--- config.mk ---
export PLATFORM = sky130hd
export DESIGN_NAME = indexed_block_allocator_core
export DESIGN_NICKNAME = d
export VERILOG_FILES = /design/src/iba_pkg.sv /design/src/indexed_block_allocator_core.sv /design/src/iba_ctrl.sv /design/src/iba_dp.sv
export SDC_FILE = /design/constraint.sdc
export NUM_CORES = 1
export LEC_CHECK = 0
export BUFFER_PORTS_ARGS = -buffer_cell sky130_fd_sc_hd__buf_2
export CORE_ASPECT_RATIO = 1.1
export CORE_MARGIN = 1
export CORE_UTILIZATION = 42
export CTS_CLUSTER_SIZE = 24
export DETAILED_ROUTE_END_ITERATION = 8
export GPL_TIMING_DRIVEN = 0
export PLACE_DENSITY_LB_ADDON = 0.05
export REMOVE_ABC_BUFFERS = 1
export SYNTH_ARGS = -nofsm -noshare
export SYNTH_HDL_FRONTEND = slang
export SYNTH_HIERARCHICAL = 1
export SYNTH_SLANG_ARGS = --single-unit
--- constraint.sdc ---
create_clock -name clk -period 4.75 [get_ports clk]
set_input_delay 1.425 -clock clk [delete_from_list [all_inputs] [get_ports clk]]
set_output_delay 1.425 -clock clk [all_outputs]
set_load 0.01 [all_outputs]
--- src/iba_pkg.sv ---
`timescale 1ns / 1ps
// Shared types, constants and codes for the indexed block allocator.
// Used by the controller, the datapath, the top level and the checker.
package iba_pkg;

  // Geometry
  localparam int MAX_BLOCKS      = 64;
  localparam int MAX_FILE_BLOCKS = 10;
  localparam int MAX_FILES       = 16;

  localparam int BLK_W   = $clog2(MAX_BLOCKS);
  localparam int GRP_SZ  = 8;
  localparam int NGRP    = MAX_BLOCKS / GRP_SZ;
  localparam int GRP_W   = $clog2(NGRP);
  localparam int BIT_W   = $clog2(GRP_SZ);
  localparam int FCNT_W  = $clog2(MAX_FILES + 1);
  localparam int DB_W    = 7;
  localparam int LEN_W   = 4;
  localparam int SLOT_W  = 4;
  localparam int FILE_W  = 4;

  // Configuration port
  localparam int PADDR_W = 3;
  localparam int PDATA_W = 32;
  localparam logic [DB_W-1:0] DISK_BLOCKS_RST = DB_W'(MAX_BLOCKS);

  typedef enum logic [0:0] {
    REG_DISK_BLOCKS = 1'b0
  } reg_idx_t;

  typedef enum logic [0:0] {
    OP_SET    = 1'b0,
    OP_CREATE = 1'b1
  } op_t;

  typedef enum logic [0:0] {
    ROLE_INDEX = 1'b0,
    ROLE_DATA  = 1'b1
  } role_t;

  typedef enum logic [2:0] {
    ST_OK       = 3'd0,
    ST_NO_SPACE = 3'd1,
    ST_TOO_LONG = 3'd2,
    ST_DIR_FULL = 3'd3,
    ST_ZERO_LEN = 3'd4
  } status_t;

  // Input beat
  typedef struct packed {
    op_t              operation;
    logic [BLK_W-1:0] block_index;
    logic             block_free;
    logic [LEN_W-1:0] file_length;
  } in_item_t;

  // Result beat
  typedef struct packed {
    logic [BLK_W-1:0]  block_number;
    role_t             block_role;
    logic [SLOT_W-1:0] data_slot;
    logic [FILE_W-1:0] file_number;
    status_t           status;
    logic              last;
  } out_item_t;

  // Controller to datapath
  typedef struct packed {
    logic    accept;
    logic    inc_file;
    logic    latch_grp;
    logic    take_blk;
    logic    emit_final;
    status_t final_status;
  } cmd_t;

  // Datapath to controller
  typedef struct packed {
    logic slot_free;
    logic dir_full;
    logic zero_len;
    logic too_long;
    logic none_free;
    logic last_blk;
  } stat_t;

endpackage

--- src/indexed_block_allocator_core.sv ---
`timescale 1ns / 1ps
// Top level of the indexed block allocator: configuration register,
// sequencer and datapath. Depends on iba_pkg, iba_ctrl and iba_dp.
//
//  channel  | handshake                  | beat
//  ---------+----------------------------+--------------------------------
//  in       | in_valid / in_ready        | in_item_t: set or create request
//  out      | out_valid / out_ready      | out_item_t: one block or final status
//  config   | psel/penable/pwrite/pready | disk_blocks at byte address 0
//
// A set beat is taken in the idle state. A create is accepted and checked,
// then each allocated block, for a file of up to ten data blocks plus its
// index block, takes a group-flag step and then a bit-pick step of the
// two-step first-fit search over the 64-bit free map. A stalled output holds
// the search; a waiting final beat does not block the next input beat.
// Reset (rst, synchronous) frees every block, clears the file count and
// sets disk_blocks to 64.
module indexed_block_allocator_core (
  input  logic                              clk,
  input  logic                              rst,
  input  logic                              in_valid,
  output logic                              in_ready,
  input  iba_pkg::in_item_t                 in_item,
  output logic                              out_valid,
  input  logic                              out_ready,
  output iba_pkg::out_item_t                out_item,
  input  logic                              psel,
  input  logic                              penable,
  input  logic                              pwrite,
  input  logic [iba_pkg::PADDR_W-1:0]       paddr,
  input  logic [iba_pkg::PDATA_W-1:0]       pwdata,
  output logic [iba_pkg::PDATA_W-1:0]       prdata,
  output logic                              pready
);
  import iba_pkg::*;

  logic [DB_W-1:0] disk_blocks;
  logic            reg_hit;
  cmd_t            cmd;
  stat_t           stat;

  // Register decode: one word at byte address 0
  assign pready  = 1'b1;
  assign reg_hit = (paddr[PADDR_W-1] == REG_DISK_BLOCKS);
  assign prdata  = reg_hit ? PDATA_W'(disk_blocks) : '0;

  // Hold the scan limit
  always_ff @(posedge clk) begin
    if (rst) begin
      disk_blocks <= DISK_BLOCKS_RST;
    end else if (psel && penable && pwrite && reg_hit) begin
      disk_blocks <= pwdata[DB_W-1:0];
    end
  end

  iba_ctrl u_ctrl (
    .clk      (clk),
    .rst      (rst),
    .in_valid (in_valid),
    .in_op    (in_item.operation),
    .in_ready (in_ready),
    .stat     (stat),
    .cmd      (cmd)
  );

  iba_dp u_dp (
    .clk         (clk),
    .rst         (rst),
    .cmd         (cmd),
    .stat        (stat),
    .in_item     (in_item),
    .disk_blocks (disk_blocks),
    .out_valid   (out_valid),
    .out_ready   (out_ready),
    .out_item    (out_item)
  );

endmodule

--- src/iba_ctrl.sv ---
`timescale 1ns / 1ps
// Sequencer for the allocator: checks a create, then steps the first-fit
// search block by block. Depends on iba_pkg.
module iba_ctrl (
  input  logic           clk,
  input  logic           rst,
  input  logic           in_valid,
  input  iba_pkg::op_t   in_op,
  output logic           in_ready,
  input  iba_pkg::stat_t stat,
  output iba_pkg::cmd_t  cmd
);
  import iba_pkg::*;

  typedef enum logic [2:0] {
    S_IDLE,
    S_CHECK,
    S_FINAL,
    S_GRP,
    S_BIT
  } state_t;

  state_t  state;
  state_t  state_next;
  status_t fin_status;
  status_t fin_status_next;

  // Next state and commands
  always_comb begin
    state_next      = state;
    fin_status_next = fin_status;
    in_ready        = 1'b0;
    cmd             = '0;
    cmd.final_status = fin_status;
    case (state)
      S_IDLE: begin
        in_ready   = 1'b1;
        cmd.accept = in_valid;
        if (in_valid && in_op == OP_CREATE) begin
          state_next = S_CHECK;
        end
      end
      S_CHECK: begin
        if (stat.dir_full) begin
          fin_status_next = ST_DIR_FULL;
          state_next      = S_FINAL;
        end else if (stat.zero_len) begin
          fin_status_next = ST_ZERO_LEN;
          state_next      = S_FINAL;
        end else if (stat.too_long) begin
          fin_status_next = ST_TOO_LONG;
          state_next      = S_FINAL;
        end else begin
          cmd.inc_file = 1'b1;
          state_next   = S_GRP;
        end
      end
      S_FINAL: begin
        if (stat.slot_free) begin
          cmd.emit_final = 1'b1;
          state_next     = S_IDLE;
        end
      end
      S_GRP: begin
        cmd.latch_grp = 1'b1;
        state_next    = S_BIT;
      end
      S_BIT: begin
        // Hold until the output register can take a beat
        if (stat.slot_free) begin
          if (stat.none_free) begin
            cmd.emit_final   = 1'b1;
            cmd.final_status = ST_NO_SPACE;
            state_next       = S_IDLE;
          end else begin
            cmd.take_blk = 1'b1;
            state_next   = stat.last_blk ? S_IDLE : S_GRP;
          end
        end
      end
      default: begin
        state_next = S_IDLE;
      end
    endcase
  end

  // State and registered status code
  always_ff @(posedge clk) begin
    if (rst) begin
      state      <= S_IDLE;
      fin_status <= ST_OK;
    end else begin
      state      <= state_next;
      fin_status <= fin_status_next;
    end
  end

endmodule

--- src/iba_dp.sv ---
`timescale 1ns / 1ps
// Datapath: free-block map, file counter, two-step first-fit search and
// the result register. Depends on iba_pkg.
module iba_dp (
  input  logic                              clk,
  input  logic                              rst,
  input  iba_pkg::cmd_t                     cmd,
  output iba_pkg::stat_t                    stat,
  input  iba_pkg::in_item_t                 in_item,
  input  logic [iba_pkg::DB_W-1:0]          disk_blocks,
  output logic                              out_valid,
  input  logic                              out_ready,
  output iba_pkg::out_item_t                out_item
);
  import iba_pkg::*;

  logic [MAX_BLOCKS-1:0] free_map;
  logic [MAX_BLOCKS-1:0] lim_mask;
  logic [MAX_BLOCKS-1:0] avail;
  logic [NGRP-1:0]       grp_any;
  logic [NGRP-1:0]       grp_any_next;
  logic [FCNT_W-1:0]     file_count;
  logic [FILE_W-1:0]     file_num;
  logic [LEN_W-1:0]      len;
  logic [SLOT_W-1:0]     alloc_idx;
  logic [GRP_W-1:0]      g_sel;
  logic [BIT_W-1:0]      b_sel;
  logic [GRP_SZ-1:0]     grp_bits;
  logic [BLK_W-1:0]      blk;

  // Free blocks that lie below the scan limit
  always_comb begin
    for (int i = 0; i < MAX_BLOCKS; i++) begin
      lim_mask[i] = (DB_W'(i) < disk_blocks);
    end
    avail = free_map & lim_mask;
  end

  // First step: one flag per group of eight blocks
  always_comb begin
    for (int g = 0; g < NGRP; g++) begin
      grp_any_next[g] = |avail[g*GRP_SZ +: GRP_SZ];
    end
  end

  // Second step: lowest flagged group, then lowest free bit in it
  always_comb begin
    g_sel = '0;
    for (int g = NGRP - 1; g >= 0; g--) begin
      if (grp_any[g]) g_sel = GRP_W'(g);
    end
    grp_bits = avail[g_sel*GRP_SZ +: GRP_SZ];
    b_sel = '0;
    for (int b = GRP_SZ - 1; b >= 0; b--) begin
      if (grp_bits[b]) b_sel = BIT_W'(b);
    end
    blk = {g_sel, b_sel};
  end

  // Status toward the controller
  always_comb begin
    stat.slot_free = !out_valid || out_ready;
    stat.dir_full  = (file_count >= FCNT_W'(MAX_FILES));
    stat.zero_len  = (len == '0);
    stat.too_long  = (len > LEN_W'(MAX_FILE_BLOCKS));
    stat.none_free = (grp_any == '0);
    stat.last_blk  = (alloc_idx == SLOT_W'(len));
  end

  // Control state: map, counter, output valid
  always_ff @(posedge clk) begin
    if (rst) begin
      free_map   <= '1;
      file_count <= '0;
      out_valid  <= 1'b0;
    end else begin
      if (cmd.accept && in_item.operation == OP_SET) begin
        free_map[in_item.block_index] <= in_item.block_free;
      end
      if (cmd.take_blk) begin
        free_map[blk] <= 1'b0;
      end
      if (cmd.inc_file) begin
        file_count <= file_count + FCNT_W'(1);
      end
      if (cmd.take_blk || cmd.emit_final) begin
        out_valid <= 1'b1;
      end else if (out_ready) begin
        out_valid <= 1'b0;
      end
    end
  end

  // Payload registers
  always_ff @(posedge clk) begin
    if (cmd.accept && in_item.operation == OP_CREATE) begin
      len       <= in_item.file_length;
      file_num  <= file_count[FILE_W-1:0];
      alloc_idx <= '0;
    end
    if (cmd.latch_grp) begin
      grp_any <= grp_any_next;
    end
    if (cmd.take_blk) begin
      alloc_idx             <= alloc_idx + SLOT_W'(1);
      out_item.block_number <= blk;
      out_item.block_role   <= (alloc_idx == '0) ? ROLE_INDEX : ROLE_DATA;
      out_item.data_slot    <= (alloc_idx == '0) ? '0 : alloc_idx - SLOT_W'(1);
      out_item.file_number  <= file_num;
      out_item.status       <= ST_OK;
      out_item.last         <= stat.last_blk;
    end else if (cmd.emit_final) begin
      out_item.block_number <= '0;
      out_item.block_role   <= ROLE_INDEX;
      out_item.data_slot    <= '0;
      out_item.file_number  <= file_num;
      out_item.status       <= cmd.final_status;
      out_item.last         <= 1'b1;
    end
  end

endmodule

==> results.yml <==
logic_synthesis:
  synth_area_leaders: "dfxtp_1 (22%), edfxtp_1 (14%), nor2_1 (5.7%), mux2_2 (4.6%), a21oi_1 (4.1%)"
  synthFlopType: "dfxtp_1"
  ys_types: 85
  yosys.area.top_type: "dfxtp_1"
  ys_seq_elements: 122
  synth_seq_area_share_pct: 36.0
  netlist_instances: 910
  synth.avg_cell_area_um2: 8.56
  synth_edf_count: 36
  synthesis.area_um2: 7790
  synth_top_area_share_pct: 22.1
  yosys_warnings: 6
  async_flop_share_pct: 0
finish:
  n_antenna_cell: 0
  area_growth_pct: 10.1
  drive_above_1_share_pct: 16.5
  multi_input_area_um2: 4530
  num-nets-final: 976
  fin_cells: 1168
  layout.area.seq_um2: 2800
  fillerInstances: 1754
worst_setup_path:
  rr_endpoint: "u_dp/out_item[13]"
  max_stage_delay_ns: 1.10
  path_class: "flop to flop"
  crit_buf_inv: 0
  rr_worst_depth: 7
  critPathTopFamily: "compound AO/OA/AOI/OAI gates"
  crit_path_cell_trace: "nor2b_1 > o21bai_1 > nand2_1 > mux2i_1 > o2111ai_1 > o31ai_4 > a211oi_1"
  setup.worst_path.start_class: "flop"
  crit_path_end_kind: "flop"
  r2r_start: "u_dp/grp_any[3]"
  r2r_setup_slack_ns: 0.39
  critPathRequiredTime_ns: 4.84
  cp_slowest_cell: "o31ai_4"
  arrival_ns: 4.46
  cp_max_fo: 17
die:
  start_util_pct: 43.4
  coreArea_um2: 17900
  num_rows: 51
  fp.dieH_um: 145
  fp.dieW_um: 132
  pin_count: 108
  die_area_um2: 19100
routing:
  postRouteAntennaNets: 0
  firstDrtPassIters: 5
  drcViolationCount: 0
  routed_wl_mm: 26.9
  num_vias: 7347
  wl_per_cell_um: 23.0
  initialDrtViolationCount: 724
  routed_via_density: 6.29
power_and_ir_drop:
  peakVddDrop_v: 0.000235
  leakage_nw: 3.14
  p_total_mw: 2.66
  cellPowerDensity_nw_per_um2: 310
placement:
  post-place-cells: 1136
  gp_congestion: 0.935
  numPortBuffers: 54
  dp_hpwl_mm: 18.3
  pre_cts_slack_ns: 0.283
sta:
  rsz0062_at_grt: "false"
  hold_ws_ns: 0.482
  tns_ns: 0
  skew_ns: 0.0116
  finalCritPeriodShare_pct: 91.9
  drv_slew: 0
  period_needed_ns: 4.36
  worst_pin_slew_ns: 1.21
  fmax_ghz: 0.229
  hold_viol: 0
  setup-violations-final: 0
  layout_setup_ws_ns: 0.386
  relSlewSlack_pct: 19.5
clock_tree:
  cts_tree: "done"
  cts_hold_buf: 0
  clock-sinks: 122
  cts_buffers: 17
  clkSlewWorstSetupHoldPaths_ns: 0.06
  clk_path_buf_depth: 2
  post_cts_buffers: 0
  ctsResizeCount: 0
  htree_levels: 4
  cts_root_buf: "clkbuf_16"
  clk-insertion-delay-late_ns: 0.42
global_routing:
  grtUsageTotal_pct: 28.4
  grt_pass1_wl_mm: 40.6
  antenna_found_initial: 0
  grt_pass1_vias: 7026
  grt_overflow: 0
  grt_max_degree: 91
flow_run:
  drv_cap: 0
worst_hold_path:
  holdPathEnd: "u_ctrl/fin_status[0]"
  hp-class: "flop to flop"
  holdPathStages: 2
  holdCritStartpoint: "u_ctrl/fin_status[0]"
outcome:
  status: "complete, no violations"
-- power by group --
group / internal [mW] / switching (mW) / leakage [nW]
combinational: 0.0854 / 0.180 / 1.84
sequential: 1.10 / 0.0294 / 1.04
clock: 0.770 / 0.497 / 0.267
-- metal layers --
layer | vias up | track usage, % | wire [um]
met3 | 66 | 5.15 | 1860
met1 | 3588 | 35.9 | 11400
met5 | - | 0 | 0
met4 | 0 | 13.9 | 1060
met2 | 328 | 46.8 | 12600
li1 | 3365 | - | -
-- area by class of cell --
class / count / share of cell area (%)
multi-input cells: 704 / 52.8
flip-flops and latches: 122 / 32.7
clock buffers: 17 / 4.96
repair buffers: 59 / 3.76
well taps: 238 / 3.47
clock inverters: 15 / 1.75
inverters: 13 / 0.569
-- state kept, by name (all words and copies together), names as in the netlist --
name	flops
u_dp/file_count	5
u_dp/grp_any	8
u_dp/len	4
u_dp/alloc_idx	4
u_ctrl/state	3
u_dp/out_valid	1
u_ctrl/fin_status	3
u_dp/out_item	19
u_dp/file_num	4
disk_blocks	7
u_dp/free_map	64
-- metrics by stage --
| step | util, % | instance area (um2) |
|---|---|---|
| 6_report | 47.8 | 8580 |
| 5_1_grt | 47.8 | 8580 |
| 4_1_cts | 47.8 | 8580 |
| 3_5_place_dp | 44.6 | 8000 |
| 3_3_place_gp | 44.2 | 7930 |
| 2_1_floorplan | - | 7360 |
-- cells by family (layout without fill, tap and decap cells) --
group,Yosys count,count (layout),share of synthesized area (%)
other cells,2,26,0.0964
flops,122,122,36.0
buf+inv,108,104,7.26
fa+ha+maj,5,5,0.803
mux,46,46,6.42
xor+xnor,12,12,1.35
simple gates,310,310,21.1
compound gates,305,305,27.0
-- synth_stat cells (12+ instances only) --
master / count
and2_1: 12
nor2_1: 118
clkbuf_1: 50
nor3_1: 16
a311oi_1: 33
nand3_1: 14
buf_4: 29
o211ai_1: 14
dfxtp_1: 86
nand2_1: 42
edfxtp_1: 36
nand2b_1: 16
a31oi_1: 33
mux2_2: 32
nor2b_1: 12
inv_1: 13
mux2i_1: 14
a21oi_1: 64
o21ai_0: 41
a21boi_0: 33
-- how the worst max path moves through the flow --
| stage | depth (start not counted) | from | slack [ns] | endpoint |
|---|---|---|---|---|
| 6_report | 7 | u_dp/grp_any[3] | 0.39 | u_dp/out_item[13] |
| 3_3_place_gp | 7 | in_valid | -0.15 | u_dp/free_map[4] |
| 2_1_floorplan | 6 | in_valid | 1.20 | u_dp/free_map[4] |
| 3_5_place_dp | 9 | out_ready | 0.28 | u_dp/free_map[53] |
| 5_1_grt | 7 | u_dp/grp_any[3] | 0.23 | u_dp/out_item[13] |
| 4_1_cts | 8 | disk_blocks[3] | 0.56 | u_dp/free_map[28] |
-- placed cells by master (no fill, tap or decap), types with 15 or more instances in the layout --
cell,netlist,layout
clkbuf_16,0,17
nor2_1,118,118
nand2_1,42,42
a21oi_1,64,64
dfxtp_1,86,86
edfxtp_1,36,36
nand2b_1,16,16
o21ai_0,41,40
conb_1,2,26
a21boi_0,33,33
a31oi_1,33,33
mux2_2,32,32
a311oi_1,33,33
nor3_1,16,15
buf_2,11,54
-- worst register-to-register path, delay by kind of cell, from the launching register on --
family,cells,cell delay (ns)
mux,1,0.43
flops,1,0.46
compound gates,4,2.44
simple gates,2,0.72
No activity file was read; power rests on OpenSTA's default activity.
